<file path="src/sv/pwd_pkg.sv">
package pwd_pkg;

  localparam int DEF_WINDOW        = 8;
  localparam int DEF_DISTANCE_BITS = 16;

  localparam int REG_BITS       = 16;
  localparam int CFG_INDEX_BITS = 3;

  localparam logic [REG_BITS-1:0] RST_JUMP   = 16'd200;
  localparam logic [REG_BITS-1:0] RST_STABLE = 16'd50;
  localparam logic [REG_BITS-1:0] RST_MAX    = 16'd4000;
  localparam logic [REG_BITS-1:0] RST_MIN    = 16'd100;
  localparam logic [REG_BITS-1:0] RST_FILL   = 16'd0;

  typedef enum logic [1:0] {
    WEAR_NONE = 2'd0,
    WEAR_ON   = 2'd1,
    WEAR_OFF  = 2'd2
  } wear_t;

  typedef enum logic [CFG_INDEX_BITS-1:0] {
    CFG_JUMP   = 3'd0,
    CFG_STABLE = 3'd1,
    CFG_MAX    = 3'd2,
    CFG_MIN    = 3'd3,
    CFG_FILL   = 3'd4
  } cfg_index_t;

  typedef enum logic [2:0] {
    ST_IDLE,
    ST_SUM,
    ST_DIV,
    ST_DIFF,
    ST_DECIDE,
    ST_PUSH2,
    ST_OUT
  } pwd_state_t;

  typedef struct packed {
    logic rd_en;
    logic wr_en;
    logic reload;
  } pwd_win_ctl_t;

endpackage

</file>
<file path="src/sv/proximity_wear_detector.sv">
// Flow: an accepted sample reads the n filled window entries (n up to WINDOW), one read a
// cycle, into a sum of SW = DISTANCE_BITS + clog2(WINDOW+1) bits; the bit-serial divider then
// forms the average, skipped with an empty window. The block takes no new sample until it is
// through with the last one; a result not yet taken holds the next sample in its output step
// until out_tready.
// Reset: rst_n sync, active low; defaults loaded, entries read fill_level, pointer WINDOW, none.
module proximity_wear_detector
  import pwd_pkg::*;
#(
  parameter int WINDOW        = DEF_WINDOW,
  parameter int DISTANCE_BITS = DEF_DISTANCE_BITS,
  localparam int TW = ((DISTANCE_BITS + 7) / 8) * 8
) (
  input  logic                      clk,
  input  logic                      rst_n,
  // input stream
  input  logic                      in_tvalid,
  output logic                      in_tready,
  input  logic [TW-1:0]             in_tdata,   // [DISTANCE_BITS-1:0] distance
  // result stream
  output logic                      out_tvalid,
  input  logic                      out_tready,
  output logic [7:0]                out_tdata,  // [1:0] wear_state
  // register writes
  input  logic                      cfg_valid,
  output logic                      cfg_ready,
  input  logic [CFG_INDEX_BITS-1:0] cfg_index,
  input  logic [REG_BITS-1:0]       cfg_data
);

  localparam int DB = DISTANCE_BITS;
  localparam int PW = $clog2(WINDOW + 1);             // write pointer, holds 0..WINDOW
  localparam int IW = (WINDOW > 1) ? $clog2(WINDOW) : 1;
  localparam int SW = DB + PW;                        // window sum
  localparam int MW = (DB > REG_BITS) ? DB : REG_BITS; // compare width

  pwd_state_t state_r, state_nxt;

  // configuration registers
  logic [REG_BITS-1:0] jt_r, jt_nxt;
  logic [REG_BITS-1:0] st_r, st_nxt;
  logic [REG_BITS-1:0] max_r, max_nxt;
  logic [REG_BITS-1:0] min_r, min_nxt;
  logic [REG_BITS-1:0] fill_r, fill_nxt;

  // window bookkeeping and wear state
  logic [PW-1:0] ptr_r, ptr_nxt;
  logic          full_r, full_nxt;
  wear_t         wear_r, wear_nxt;

  // per-sample working registers
  logic [DB-1:0] d_r, d_nxt;
  logic [SW-1:0] acc_r, acc_nxt;
  logic [PW-1:0] n_r, n_nxt;
  logic [PW-1:0] iss_r, iss_nxt;
  logic          rvld_r, rvld_nxt;
  logic [DB-1:0] avg_r, avg_nxt;
  logic          neg_r, neg_nxt;
  logic [DB-1:0] absd_r, absd_nxt;
  wear_t         rep_r, rep_nxt;
  logic          push2_r, push2_nxt;

  // result register
  logic          out_vld_r, out_vld_nxt;
  wear_t         out_wear_r, out_wear_nxt;

  // window memory and divider hookup
  pwd_win_ctl_t  win_ctl;
  logic [IW-1:0] wr_addr;
  logic [DB-1:0] rd_data;
  logic          div_start;
  logic          div_done;
  logic [SW-1:0] div_q;

  // push unit, shared by the first and second push of a sample
  logic          push_en;
  logic          push_clr;
  logic [PW-1:0] bptr;
  logic          bfull;
  logic          wrap;
  logic [PW-1:0] waddr_pw;

  // decision compares
  logic [MW-1:0] fill_mw;
  logic [MW-1:0] d_mw;
  logic [MW-1:0] absd_mw;
  logic          jump;
  logic          stab;
  logic          drop;
  logic          hi;
  logic          lo;

  logic in_acc;

  assign in_acc    = in_tvalid && in_tready;
  assign in_tready = (state_r == ST_IDLE);
  assign cfg_ready = 1'b1;

  assign fill_mw = MW'(fill_r);
  assign d_mw    = MW'(d_r);
  assign absd_mw = MW'(absd_r);

  assign jump = absd_mw > MW'(jt_r);
  assign stab = absd_mw <= MW'(st_r);
  assign drop = (wear_r == WEAR_OFF) && neg_r && !stab;
  assign hi   = d_mw > MW'(max_r);
  assign lo   = d_mw < MW'(min_r);

  always_comb begin
    state_nxt    = state_r;
    jt_nxt       = jt_r;
    st_nxt       = st_r;
    max_nxt      = max_r;
    min_nxt      = min_r;
    fill_nxt     = fill_r;
    ptr_nxt      = ptr_r;
    full_nxt     = full_r;
    wear_nxt     = wear_r;
    d_nxt        = d_r;
    acc_nxt      = acc_r;
    n_nxt        = n_r;
    iss_nxt      = iss_r;
    avg_nxt      = avg_r;
    neg_nxt      = neg_r;
    absd_nxt     = absd_r;
    rep_nxt      = rep_r;
    push2_nxt    = push2_r;
    out_wear_nxt = out_wear_r;
    out_vld_nxt  = out_vld_r && !out_tready;
    win_ctl      = '0;
    div_start    = 1'b0;
    push_en      = 1'b0;
    push_clr     = 1'b0;

    unique case (state_r)
      ST_IDLE: begin
        if (in_acc) begin
          d_nxt     = in_tdata[DB-1:0];
          acc_nxt   = '0;
          iss_nxt   = '0;
          n_nxt     = full_r ? PW'(WINDOW) : ptr_r;
          state_nxt = ST_SUM;
        end
      end
      ST_SUM: begin
        // issue one read a cycle, accumulate as data returns
        if (iss_r != n_r) begin
          win_ctl.rd_en = 1'b1;
          iss_nxt       = iss_r + 1'b1;
        end
        if (rvld_r) begin
          acc_nxt = acc_r + SW'(rd_data);
        end
        if ((iss_r == n_r) && !rvld_r) begin
          if (n_r == '0) begin
            avg_nxt   = '0;
            state_nxt = ST_DIFF;
          end else begin
            div_start = 1'b1;
            state_nxt = ST_DIV;
          end
        end
      end
      ST_DIV: begin
        if (div_done) begin
          avg_nxt   = div_q[DB-1:0];
          state_nxt = ST_DIFF;
        end
      end
      ST_DIFF: begin
        neg_nxt   = d_r < avg_r;
        absd_nxt  = (d_r < avg_r) ? (avg_r - d_r) : (d_r - avg_r);
        state_nxt = ST_DECIDE;
      end
      ST_DECIDE: begin
        if (jump) begin
          // large jump: flip at once, restart the window with this sample
          wear_nxt  = neg_r ? WEAR_OFF : WEAR_ON;
          rep_nxt   = neg_r ? WEAR_OFF : WEAR_ON;
          push_en   = 1'b1;
          push_clr  = 1'b1;
          push2_nxt = 1'b0;
        end else begin
          push_en  = stab || drop;
          push_clr = drop;
          if (hi) begin
            wear_nxt  = WEAR_ON;
            rep_nxt   = WEAR_ON;
            push2_nxt = 1'b1;
          end else if (lo) begin
            wear_nxt  = WEAR_OFF;
            rep_nxt   = WEAR_OFF;
            push2_nxt = 1'b1;
          end else begin
            rep_nxt   = WEAR_NONE;
            push2_nxt = 1'b0;
          end
        end
        state_nxt = ST_PUSH2;
      end
      ST_PUSH2: begin
        push_en   = push2_r;
        state_nxt = ST_OUT;
      end
      ST_OUT: begin
        // hold until the result register is free
        if (!out_vld_r || out_tready) begin
          out_vld_nxt  = 1'b1;
          out_wear_nxt = rep_r;
          state_nxt    = ST_IDLE;
        end
      end
      default: begin
        state_nxt = ST_IDLE;
      end
    endcase

    // push: wrap the pointer first, then store and advance
    bptr     = push_clr ? '0 : ptr_r;
    bfull    = push_clr ? 1'b0 : full_r;
    wrap     = (bptr == PW'(WINDOW));
    waddr_pw = wrap ? '0 : bptr;
    wr_addr  = waddr_pw[IW-1:0];
    if (push_en) begin
      win_ctl.wr_en = 1'b1;
      ptr_nxt       = waddr_pw + 1'b1;
      full_nxt      = wrap || bfull;
    end

    if (cfg_valid && cfg_ready) begin
      unique case (cfg_index)
        CFG_JUMP:   jt_nxt  = cfg_data;
        CFG_STABLE: st_nxt  = cfg_data;
        CFG_MAX:    max_nxt = cfg_data;
        CFG_MIN:    min_nxt = cfg_data;
        CFG_FILL: begin
          // reload: every entry reads as the new fill level
          fill_nxt       = cfg_data;
          win_ctl.reload = 1'b1;
          ptr_nxt        = PW'(WINDOW);
          full_nxt       = 1'b0;
        end
        default: ;
      endcase
    end

    rvld_nxt = win_ctl.rd_en;
  end

  always_ff @(posedge clk) begin
    if (!rst_n) begin
      state_r   <= ST_IDLE;
      jt_r      <= RST_JUMP;
      st_r      <= RST_STABLE;
      max_r     <= RST_MAX;
      min_r     <= RST_MIN;
      fill_r    <= RST_FILL;
      ptr_r     <= PW'(WINDOW);
      full_r    <= 1'b0;
      wear_r    <= WEAR_NONE;
      rvld_r    <= 1'b0;
      out_vld_r <= 1'b0;
    end else begin
      state_r   <= state_nxt;
      jt_r      <= jt_nxt;
      st_r      <= st_nxt;
      max_r     <= max_nxt;
      min_r     <= min_nxt;
      fill_r    <= fill_nxt;
      ptr_r     <= ptr_nxt;
      full_r    <= full_nxt;
      wear_r    <= wear_nxt;
      rvld_r    <= rvld_nxt;
      out_vld_r <= out_vld_nxt;
    end
  end

  always_ff @(posedge clk) begin
    d_r        <= d_nxt;
    acc_r      <= acc_nxt;
    n_r        <= n_nxt;
    iss_r      <= iss_nxt;
    avg_r      <= avg_nxt;
    neg_r      <= neg_nxt;
    absd_r     <= absd_nxt;
    rep_r      <= rep_nxt;
    push2_r    <= push2_nxt;
    out_wear_r <= out_wear_nxt;
  end

  pwd_window #(
    .WINDOW        (WINDOW),
    .DISTANCE_BITS (DB)
  ) u_window (
    .clk     (clk),
    .rst_n   (rst_n),
    .ctl     (win_ctl),
    .rd_addr (iss_r[IW-1:0]),
    .wr_addr (wr_addr),
    .wr_data (d_r),
    .fill    (fill_mw[DB-1:0]),
    .rd_data (rd_data)
  );

  pwd_div #(
    .DW (SW),
    .VW (PW)
  ) u_div (
    .clk      (clk),
    .rst_n    (rst_n),
    .start    (div_start),
    .dividend (acc_r),
    .divisor  (n_r),
    .done     (div_done),
    .quotient (div_q)
  );

  assign out_tvalid = out_vld_r;
  assign out_tdata  = {6'b0, out_wear_r};

`ifndef NO_ASSERTIONS
  a_ptr_range: assert property (@(posedge clk) disable iff (!rst_n)
    ptr_r <= PW'(WINDOW))
    else $error("write pointer beyond window");

  a_full_ptr: assert property (@(posedge clk) disable iff (!rst_n)
    full_r |-> (ptr_r != '0))
    else $error("full window with empty pointer");

  a_one_item: assert property (@(posedge clk) disable iff (!rst_n)
    (in_tvalid && in_tready) |=> !in_tready)
    else $error("second transaction accepted while busy");

  a_div_done: assert property (@(posedge clk) disable iff (!rst_n)
    div_done |-> (state_r == ST_DIV))
    else $error("divider finished outside divide state");
`endif

endmodule

</file>
<file path="src/sv/pwd_window.sv">
module pwd_window
  import pwd_pkg::*;
#(
  parameter int WINDOW        = DEF_WINDOW,
  parameter int DISTANCE_BITS = DEF_DISTANCE_BITS,
  localparam int IW = (WINDOW > 1) ? $clog2(WINDOW) : 1
) (
  input  logic                     clk,
  input  logic                     rst_n,
  input  pwd_win_ctl_t             ctl,
  input  logic [IW-1:0]            rd_addr,
  input  logic [IW-1:0]            wr_addr,
  input  logic [DISTANCE_BITS-1:0] wr_data,
  input  logic [DISTANCE_BITS-1:0] fill,
  output logic [DISTANCE_BITS-1:0] rd_data
);

  logic [DISTANCE_BITS-1:0] mem [WINDOW];
  logic [WINDOW-1:0]        valid_r;
  logic [DISTANCE_BITS-1:0] mem_q_r;
  logic                     vbit_r;

  // entries not written since the last reload read as the fill level
  always_ff @(posedge clk) begin
    if (!rst_n) begin
      valid_r <= '0;
    end else if (ctl.reload) begin
      valid_r <= '0;
    end else if (ctl.wr_en) begin
      valid_r[wr_addr] <= 1'b1;
    end
  end

  always_ff @(posedge clk) begin
    if (ctl.wr_en) begin
      mem[wr_addr] <= wr_data;
    end
    if (ctl.rd_en) begin
      mem_q_r <= mem[rd_addr];
      vbit_r  <= valid_r[rd_addr];
    end
  end

  assign rd_data = vbit_r ? mem_q_r : fill;

endmodule

</file>
<file path="src/sv/pwd_div.sv">
module pwd_div #(
  parameter int DW = 20,
  parameter int VW = 4
) (
  input  logic          clk,
  input  logic          rst_n,
  input  logic          start,
  input  logic [DW-1:0] dividend,
  input  logic [VW-1:0] divisor,
  output logic          done,
  output logic [DW-1:0] quotient
);

  localparam int CW = $clog2(DW + 1);

  logic          busy_r, busy_nxt;
  logic          done_r, done_nxt;
  logic [CW-1:0] cnt_r, cnt_nxt;
  logic [DW-1:0] dq_r, dq_nxt;
  logic [VW-1:0] rem_r, rem_nxt;
  logic [VW-1:0] dvs_r, dvs_nxt;
  logic [VW:0]   trial;
  logic [VW:0]   diff;
  logic          fits;

  // restoring division, one quotient bit per cycle
  always_comb begin
    trial    = {rem_r, dq_r[DW-1]};
    fits     = (trial >= {1'b0, dvs_r});
    diff     = trial - {1'b0, dvs_r};
    busy_nxt = busy_r;
    done_nxt = 1'b0;
    cnt_nxt  = cnt_r;
    dq_nxt   = dq_r;
    rem_nxt  = rem_r;
    dvs_nxt  = dvs_r;
    if (start) begin
      busy_nxt = 1'b1;
      cnt_nxt  = CW'(DW);
      dq_nxt   = dividend;
      rem_nxt  = '0;
      dvs_nxt  = divisor;
    end else if (busy_r) begin
      rem_nxt = fits ? diff[VW-1:0] : trial[VW-1:0];
      dq_nxt  = {dq_r[DW-2:0], fits};
      cnt_nxt = cnt_r - 1'b1;
      if (cnt_r == CW'(1)) begin
        busy_nxt = 1'b0;
        done_nxt = 1'b1;
      end
    end
  end

  always_ff @(posedge clk) begin
    if (!rst_n) begin
      busy_r <= 1'b0;
      done_r <= 1'b0;
      cnt_r  <= '0;
    end else begin
      busy_r <= busy_nxt;
      done_r <= done_nxt;
      cnt_r  <= cnt_nxt;
    end
  end

  always_ff @(posedge clk) begin
    dq_r  <= dq_nxt;
    rem_r <= rem_nxt;
    dvs_r <= dvs_nxt;
  end

  assign done     = done_r;
  assign quotient = dq_r;

endmodule

</file>
<file path="config.mk">
export PLATFORM = sky130hd
export DESIGN_NAME = proximity_wear_detector
export DESIGN_NICKNAME = d
export VERILOG_FILES = /design/src/sv/pwd_pkg.sv /design/src/sv/proximity_wear_detector.sv /design/src/sv/pwd_window.sv /design/src/sv/pwd_div.sv
export SDC_FILE = /design/constraint.sdc
export NUM_CORES = 1
export LEC_CHECK = 0
export BUFFER_PORTS_ARGS = -buffer_cell sky130_fd_sc_hd__buf_2
export CAP_MARGIN = 10
export CORE_MARGIN = 3
export CORE_UTILIZATION = 46
export DETAILED_ROUTE_END_ITERATION = 16
export SLEW_MARGIN = 30
export SYNTH_ARGS = -nofsm -noshare
export SYNTH_HDL_FRONTEND = slang
export SYNTH_SLANG_ARGS = --single-unit
</file>
<file path="constraint.sdc">
create_clock -name clk -period 5 [get_ports clk]
set_input_delay 0.75 -clock clk [delete_from_list [all_inputs] [get_ports clk]]
set_output_delay 0.75 -clock clk [all_outputs]
set_load 0.01 [all_outputs]
</file>
== Word-level counts from Yosys, hierarchy flattened ==
Memories as Yosys holds them, arrays and structs flattened. A register that Yosys moved wholly into a read port is not among the register bits.
Index checks and enable logic that the tools add are counted.
Word-level totals
  word-level logic and storage cells: 172
  bits of input ports: 40
  output and inout port bits: 11
  RAM bits: 128
  register bits: 218
  memories kept: 1
Memories
  u_window.mem: depth 8, width 16, read ports 1, clocked after Yosys merged registers in 1, wr ports 1, line pwd_window.sv:18  | logic [DISTANCE_BITS-1:0] mem [WINDOW];
Operators by class
  equal/unequal tests: 22
  bitwise gates (word level): 3
  reductions and logical operators: 35
  magnitude comparators: 9
  add/subtract/negate cells: 7
  multiplexer cells: 65
Operator list (count)
  16-bit two-way mux: 5
  20-bit two-way mux: 4
  20-bit one-hot mux with 2 select lines: 1
  16-bit greater-than comparator: 2
  16-bit < comparator: 2
  4-bit two-way mux: 8
  16-bit one-hot mux with 2 select lines: 1
  16-bit subtractor: 2
  1-bit two-way mux: 28
  3-bit one-hot mux with 7 select lines: 1
  20-bit by 16-bit adder with 20-bit output: 1
  16-bit less-or-equal comparator: 1
  2-bit AND reduction: 8
  2-bit two-way mux: 7
  3-bit by 2-bit == test with 1-bit output, second input constant: 4
  3-bit == test, second input constant: 4
  3-bit two-way mux: 4
  5-bit two-way mux: 2
  2-bit inequality test, second input constant: 5
  4-bit by 1-bit adder with 4-bit output, second input constant: 2
  3-bit by 4-bit < comparator with 1-bit output, second input constant: 2
  8-bit bitwise OR: 1
  4-bit one-hot mux with 2 select lines: 1
  4-bit AND reduction: 2
  other kinds (25): 43

== Depth between registers and ports, before layout ==
Gate-level depths: netlist (run 1).
  depth in word-level cells: 13
  depth in mapped cells: 14
  gate-level depth less buffers: 12

== By module ==
From an unflattened synthesis (run 1), not the netlist that was laid out.
Unflattened totals
  cells, all modules: 1509
  area total of the unflattened synthesis: 18001.0 µm²
By module, submodules not included
  proximity_wear_detector: times used 1, area each 10406.2 µm², seq. area each 4304.1 µm², cells each 1129
  pwd_window: times used 1, area each 6004.5 µm², seq. area each 4514.3 µm², cells each 263
  pwd_div: times used 1, area each 1590.3 µm², seq. area each 940.9 µm², cells each 117

== Least setup slack after synthesis (run 1) ==
Ideal clock, no wire load.
  kind: register to register
  from: register absd_r[9] (netlist: absd_mw[9])
  to: memory u_window.mem[1][0] in the netlist's numbering (enable)
  buffers on the path: 1
  required time: 4570 ps
  library setup time: 430 ps
  cell stages (with the launch flop): 11
  data arrival time: 3541 ps
  path slack: 1029 ps
  period minus slack after synthesis: 3971 ps
  cells stage by stage: edfxtp_1 ha_1 a21o_1 a21o_1 a21oi_1 o22ai_1 nor3_1 o22ai_1 o21a_1 buf_4 nor4_1
On the way
  longest elaborated chain between the ends: 9
  elaborated cells between the ends (all ways): 15
  classes of those cells: order compare (2); eq/ne (1); mux (9); reduce/logical (3)
Ends and longest elaborated chain
  start: declaration: line proximity_wear_detector.sv:59  | logic [DB-1:0] absd_r, absd_nxt;
  start signal: assignment: line proximity_wear_detector.sv:285  | absd_r <= absd_nxt;
  16-bit less-or-equal comparator: line proximity_wear_detector.sv:104  | assign stab = absd_mw <= MW'(st_r);
  1-bit zero test: line proximity_wear_detector.sv:105  | assign drop = (wear_r == WEAR_OFF) && neg_r && !stab;
  1-bit logical AND: line proximity_wear_detector.sv:105
  1-bit logical OR: line proximity_wear_detector.sv:184  | push_en = stab || drop;
  1-bit two-way mux: line proximity_wear_detector.sv:176  | if (jump) begin
  1-bit one-hot mux with 2 select lines: line proximity_wear_detector.sv:135  | unique case (state_r)
  1-bit two-way mux: line proximity_wear_detector.sv:224  | if (push_en) begin
  1-bit two-way mux: line pwd_window.sv:35  | if (ctl.wr_en) begin
  1-bit two-way mux (not written as such): line pwd_window.sv:36  | mem[wr_addr] <= wr_data;
  end: declaration: line pwd_window.sv:18
Parallel ways exist; a longest one is shown, timed or not.

== Worst setup path after layout (run 1) ==
  from: register d_r[0] (netlist: d_mw[0])
  to: register absd_r[11] (netlist: absd_mw[11]), data pin
On the way
  longest elaborated chain between the ends: 2
  elaborated cells between the ends (all ways): 4
  classes of those cells: add/sub (2); order compare (1); mux (1)
Ends and longest elaborated chain
  start: declaration: line proximity_wear_detector.sv:52  | logic [DB-1:0] d_r, d_nxt;
  start signal: assignment: line proximity_wear_detector.sv:279  | d_r <= d_nxt;
  16-bit subtractor / 16-bit < comparator (equally long branches): line proximity_wear_detector.sv:172  | absd_nxt = (d_r < avg_r) ? (avg_r - d_r) : (d_r - avg_r);
  16-bit two-way mux (*): line proximity_wear_detector.sv:172
Every way passes the cells marked *; elsewhere a longest branch is shown, timed or not.
A chain may end at the register's enable or synchronous reset.

==> results of run 1 <==
[stage by stage]
step,instance area [um^2],utilization,std cells,power (W)
CTS,20000,0.525,2149,0.00966
global placement,18800,0.492,2078,0.00679
finish,20000,0.525,2150,0.00957
detailed placement,18800,0.492,2079,0.00684
global route,20000,0.525,2150,0.0101
floorplan,18000,-,1563,0.00596
[report_power, final]
| group | leakage (nW) | internal, W | switching, W |
|---|---|---|---|
| Clock | 0.608 | 0.00157 | 0.00122 |
| Sequential | 3.20 | 0.00371 | 0.000244 |
| Combinational | 3.66 | 0.00116 | 0.00166 |
| Total | 7.47 | 0.00644 | 0.00312 |
[worst register-to-register path, stage by stage (launching register included)]
cell	delay [ps]
edfxtp_1	600
inv_1	160
ha_1	250
fa_1	410
nand3b_1	200
a21oi_1	250
o21ai_2	120
a31oi_4	550
mux2_2	450
a31oi_4	190
o21ai_1	110
xor2_1	150
[cell type report]
| class | count | share of cell area |
|---|---|---|
| sequential | 362 | 0.488 |
| multi-input combinational | 1004 | 0.371 |
| clock buffer | 52 | 0.0533 |
| tap | 511 | 0.0319 |
| timing repair buffer | 77 | 0.0239 |
| inverter | 126 | 0.0236 |
| clock inverter | 18 | 0.00875 |
[cells in the final DEF (no fill, tap or decap), drive strengths merged, types with 14 or more instances in the layout]
cell	count
buf	77
and2	22
ha	118
nor3	28
inv	127
clkinv	16
dfxtp	111
nand2b	14
xnor2	17
nand3	17
nand4	21
mux4	34
a21oi	131
nor2	69
nand2	194
o211ai	22
nor2b	19
clkbuf	52
a21o	40
o21ai	42
xor2	18
edfxtp	251
mux2	55
[cell families (layout without fill, tap and decap cells)]
group           count (synthesis)  count (layout)  synth area share
fa+ha+maj                     122             122            0.0867
flops                         362             362             0.543
other cells                     2               7          0.000418
simple gates                  433             433             0.114
mux                            98              98            0.0823
buf+inv                       197             273            0.0461
compound gates                309             309             0.110
xor+xnor                       35              35            0.0171
[worst min-delay path by stage]
stage / to / slack, ps / cells after the start
global placement: out_wear_r[1]$_DFFE_PP_ / 410 / 0
floorplan: out_wear_r[0]$_DFFE_PP_ / 400 / 0
global route: d_mw[3]$_DFFE_PP_ / 320 / 1
detailed placement: out_wear_r[0]$_DFFE_PP_ / 410 / 0
CTS: d_mw[15]$_DFFE_PP_ / 320 / 1
finish: d_mw[15]$_DFFE_PP_ / 350 / 1
[metal layers]
layer	vias up	GRT usage	part of all wire	routed length, um
met2	283	0.359	0.46	21000
met4	0	0.0828	0.040	1810
met1	5824	0.294	0.43	19600
li1	5742	-	-	-
met5	-	0	0	0
met3	89	0.0485	0.063	2850
==> impl_metrics.ini, run 1 <==
[timing]
tightest_slew_ps = 922
relSlewSlack = 0.384
fin_ws_ps = 1280
whs_ps = 349
rsz0062_at_grt = no
setup-tns-final_ps = 0
finalHoldViolCount = 0
fin_worst_skew_ps = 31.1
fin_crit_ps = 3720
setup_violations = 0
fmax_mhz = 269
report.final.slew_viol_count = 0
min_period_over_period = 0.744

[cells_and_area]
multiInputGateArea_um2 = 7430
drive_gt1_frac = 0.150
num-fill-cells = 3241
largest-register = u_window.mem
layout.nets = 1773
largest_register_ffs = 128
antenna_cells = 0
seq_area_um2 = 9760
area_growth_pct = 11.5

[synth]
ys_warn_count = 0
async_flop_share = 0
synth_commonest_cells = edfxtp_1, nand2_1, a21oi_1
yosysMostFrequentCell = edfxtp_1
yosysTopAreaCellShare = 0.420
ys_seq_area_frac = 0.543
syn_inst = 1558
syn_area_per_cell_um2 = 11.5
yosys_most_used_dff = edfxtp_1
synthTopCellsByArea = edfxtp_1, dfxtp_1, ha_1, mux4_2, nand2_1
synth.cell_area_um2 = 18000
yosysTopAreaCell = edfxtp_1
synth_edf_count = 251
synth_cell_types = 76
synth_seq_cells = 362

[min_path]
min_path_type = input pin to flip-flop
min-delay-start = in_tdata[15]

[floorplan]
pin_count = 51
fp.coreArea_um2 = 38100
rows = 71
die_w_um = 204
initial_core_util = 0.471
fp.dieH_um = 204
fp.dieArea_um2 = 41500

[worst_setup_path]
reg2regPathDepth = 11
cp_max_fo = 22
endpoint_kind = flip-flop
path_cells = inv_1, ha_1, fa_1, nand3b_1, a21oi_1, o21ai_2, a31oi_4, mux2_2, a31oi_4, o21ai_1, xor2_1
slowest_stage = edfxtp_1
cp.arrival_ps = 4010
max_stage_delay_ps = 600
r2r-end = absd_mw[11]$_DFFE_PP_
crit_required_ps = 5290
worst-setup-path-type = flip-flop to flip-flop
r2r_start = d_mw[0]$_DFFE_PP_
worst-path-buf-inv = 1
cp.depth = 11
r2r_slack_ps = 1280
crit_end = absd_mw[11]$_DFFE_PP_
startpoint = d_mw[0]$_DFFE_PP_
critPathTopFamily = compound AO/OA/AOI/OAI gates
startpoint_type = flip-flop
cp_common_cell = a31oi_4

[clock_network]
cts_sinks = 362
cts.reportedPaths.clkPinSlew_ps = 60
cts-buffers-inserted = 40
cts_root_buf = clkbuf_16
post_cts_buffers = 0
cts_tree = yes
ctsHoldBuffers = 0
cts_buffer_depth = 3
clock_latency_ps = 580
post_cts_resized = 0
htreeDepth = 2

[drt]
wirelength_um = 45300
drc = 0
wire_per_inst_um = 21.0
first_pass_iters = 6
vias = 11900
via_per_inst = 5.55
drtIter0Drc = 977
ant_nets = 0

[global_route]
antenna_found_initial = 0
grt_pass1_vias = 11700
grt_max_degree = 74
track_usage = 0.222
grt.overflow.total = 0
grt_pass1_wl_um = 69400

[pwr]
p_per_area_nw_per_um2 = 478
ir_worst_vdd_mv = 0.352
leakage_nw = 7.47

[place]
gp_congestion = 0.914
pre_cts_slack_ps = 1320
dpl.hpwl_um = 32000
port_buffers = 43

[outcome]
status = finished clean

[flow_run]
cap_viol_max_count = 0
(Power assumes the default switching activity.)
==> run 2: changes to the inputs <==
==> constraint.sdc (replaced) <==
create_clock -name clk -period 3.8 [get_ports clk]
set_input_delay 0.57 -clock clk [delete_from_list [all_inputs] [get_ports clk]]
set_output_delay 0.57 -clock clk [all_outputs]
set_load 0.01 [all_outputs]
==> run 2 against run 1 <==
Critical path depth is 1 lower. Count of clock-buffer cells in the layout is 4 higher. Via count is 1.5% higher. Register-to-register slack worse by 910 ps. Hold slack worse by 190 ps. Clock skew is 10 ps lower. Die area stayed put. Sequential power is 32% higher. Design area is 1.4% higher. Clock power is 52% higher. Critical path type unchanged.
==> impl_metrics.ini, run 2 (synthesis results as in run 1) <==
[outcome]
status = finished clean

[floorplan]
pin_count = 51
fp.coreArea_um2 = 38100
fp.dieH_um = 204
rows = 71
fp.dieArea_um2 = 41500
die_w_um = 204
initial_core_util = 0.471

[worst_setup_path]
r2r-end = acc_r[19]$_SDFFCE_PN0P_
startpoint = u_window.vbit_r$_DFFE_PP_
worst-setup-path-type = flip-flop to flip-flop
cp_max_fo = 9
reg2regPathDepth = 10
crit_required_ps = 4120
startpoint_type = flip-flop
r2r_start = u_window.vbit_r$_DFFE_PP_
cp.arrival_ps = 3750
r2r_slack_ps = 370
endpoint_kind = flip-flop

[timing]
finalHoldViolCount = 0
tightest_slew_ps = 905
rsz0062_at_grt = no
relSlewSlack = 0.397
report.final.slew_viol_count = 0
setup_violations = 0
fin_worst_skew_ps = 20.9
setup-tns-final_ps = 0
fmax_mhz = 292
fin_crit_ps = 3430
whs_ps = 159
min_period_over_period = 0.902

[clock_network]
post_cts_buffers = 0
cts_buffer_depth = 3
post_cts_resized = 0
cts_sinks = 362
cts_root_buf = clkbuf_16
cts_tree = yes
clock_latency_ps = 580
cts-buffers-inserted = 41
cts.reportedPaths.clkPinSlew_ps = 60
htreeDepth = 2
ctsHoldBuffers = 0

[pwr]
p_int_w = 0.00897
p_sw_frac = 0.319
p_comb_frac = 0.283
ir_worst_vdd_mv = 0.537
p_per_area_nw_per_um2 = 649
switchingPower_w = 0.00420
pwr-share-seq = 0.395
leakage_nw = 7.61
clkPwrFrac = 0.322

[drt]
drc = 0
ant_nets = 0
drtIter0Drc = 913
first_pass_iters = 7
vias = 12100
wire_per_inst_um = 21.9
wirelength_um = 47300
via_per_inst = 5.59

[cells_and_area]
drive_gt1_frac = 0.162
layout.nets = 1782
area_growth_pct = 13.1
final_cell_mix = edfxtp_1, nand2_1, a21oi_1
final_common_cell = edfxtp_1
largest-register = u_window.mem
largest_register_ffs = 128

[global_route]
grt_most_used_layer = met2
grt_pass1_vias = 12100
grt.overflow.total = 0
antenna_found_initial = 1
track_usage = 0.233
use_met3 = 0.0413
grt_max_degree = 74
grt_util_met1 = 0.316
use_met2 = 0.377
grt_pass1_wl_um = 72700

[min_path]
holdPathEnd = d_mw[3]$_DFFE_PP_
min-delay-start = in_tdata[3]
min_path_type = input pin to flip-flop
hold_depth = 1

[place]
dpl.hpwl_um = 33300
port_buffers = 43
gp_congestion = 0.881

[flow_run]
cap_viol_max_count = 0
==> run 2: layer usage <==
layer | vias to the layer above | wire, um | share of wire
li1 | 5745 | - | -
met1 | 5967 | 20900 | 0.44
met2 | 307 | 21800 | 0.46
met3 | 93 | 2770 | 0.058
met4 | 0 | 1820 | 0.038
met5 | - | 0 | 0
==> run 2: power by group through the flow <==
stage | clock network (W) | registers [W] | logic (W)
after floorplan | 0 | 0.00515 | 0.00270
after global placement | 0 | 0.00527 | 0.00368
after detailed placement | 0 | 0.00528 | 0.00374
after CTS | 0.00433 | 0.00520 | 0.00375
after global routing | 0.00448 | 0.00524 | 0.00415
final | 0.00424 | 0.00520 | 0.00373
==> run 2: final cells by class <==
type                            instances  area [um^2]
Timing Repair Buffer                   85          531
Antenna cell                            1         2.50
Inverter                              126          473
Multi-Input combinational cell       1004         7430
Fill cell                            3325        17800
Clock inverter                         20          297
Clock buffer                           56         1170
Sequential cell                       362         9760
Tap cell                              511          639
==> run 2: how the worst max path moves through the flow <==
stage | to | slack [ps]
2_1_floorplan | u_window.mem[5][0]$_DFFE_PP_ | 440
3_3_place_gp | acc_r[19]$_SDFFCE_PN0P_ | 450
3_5_place_dp | acc_r[19]$_SDFFCE_PN0P_ | 380
4_1_cts | acc_r[19]$_SDFFCE_PN0P_ | 360
5_1_grt | acc_r[17]$_SDFFCE_PN0P_ | 140
6_report | acc_r[19]$_SDFFCE_PN0P_ | 370
==> run 2: critical path, cell delays in order (launching register included) <==
cell and delay [ps]:
edfxtp_1 580, buf_4 250, mux2_2 350, ha_1 300, a21o_1 200, a2111oi_1 640
o21ai_0 250, o21ai_1 260, o21ai_0 150, xnor2_1 150, nor2_1 60
==> run 2: metrics by stage <==
step / instances / cell area, um^2 / util / setup slack [ps] / power, W
after floorplan: 1563 / 18000 / - / 438 / 0.00785
final: 2165 / 20300 / 0.533 / 371 / 0.0132
after global placement: 2088 / 18800 / 0.494 / 447 / 0.00896
after CTS: 2164 / 20300 / 0.533 / 361 / 0.0133
after global routing: 2164 / 20300 / 0.533 / 141 / 0.0139
after detailed placement: 2088 / 18800 / 0.494 / 379 / 0.00902
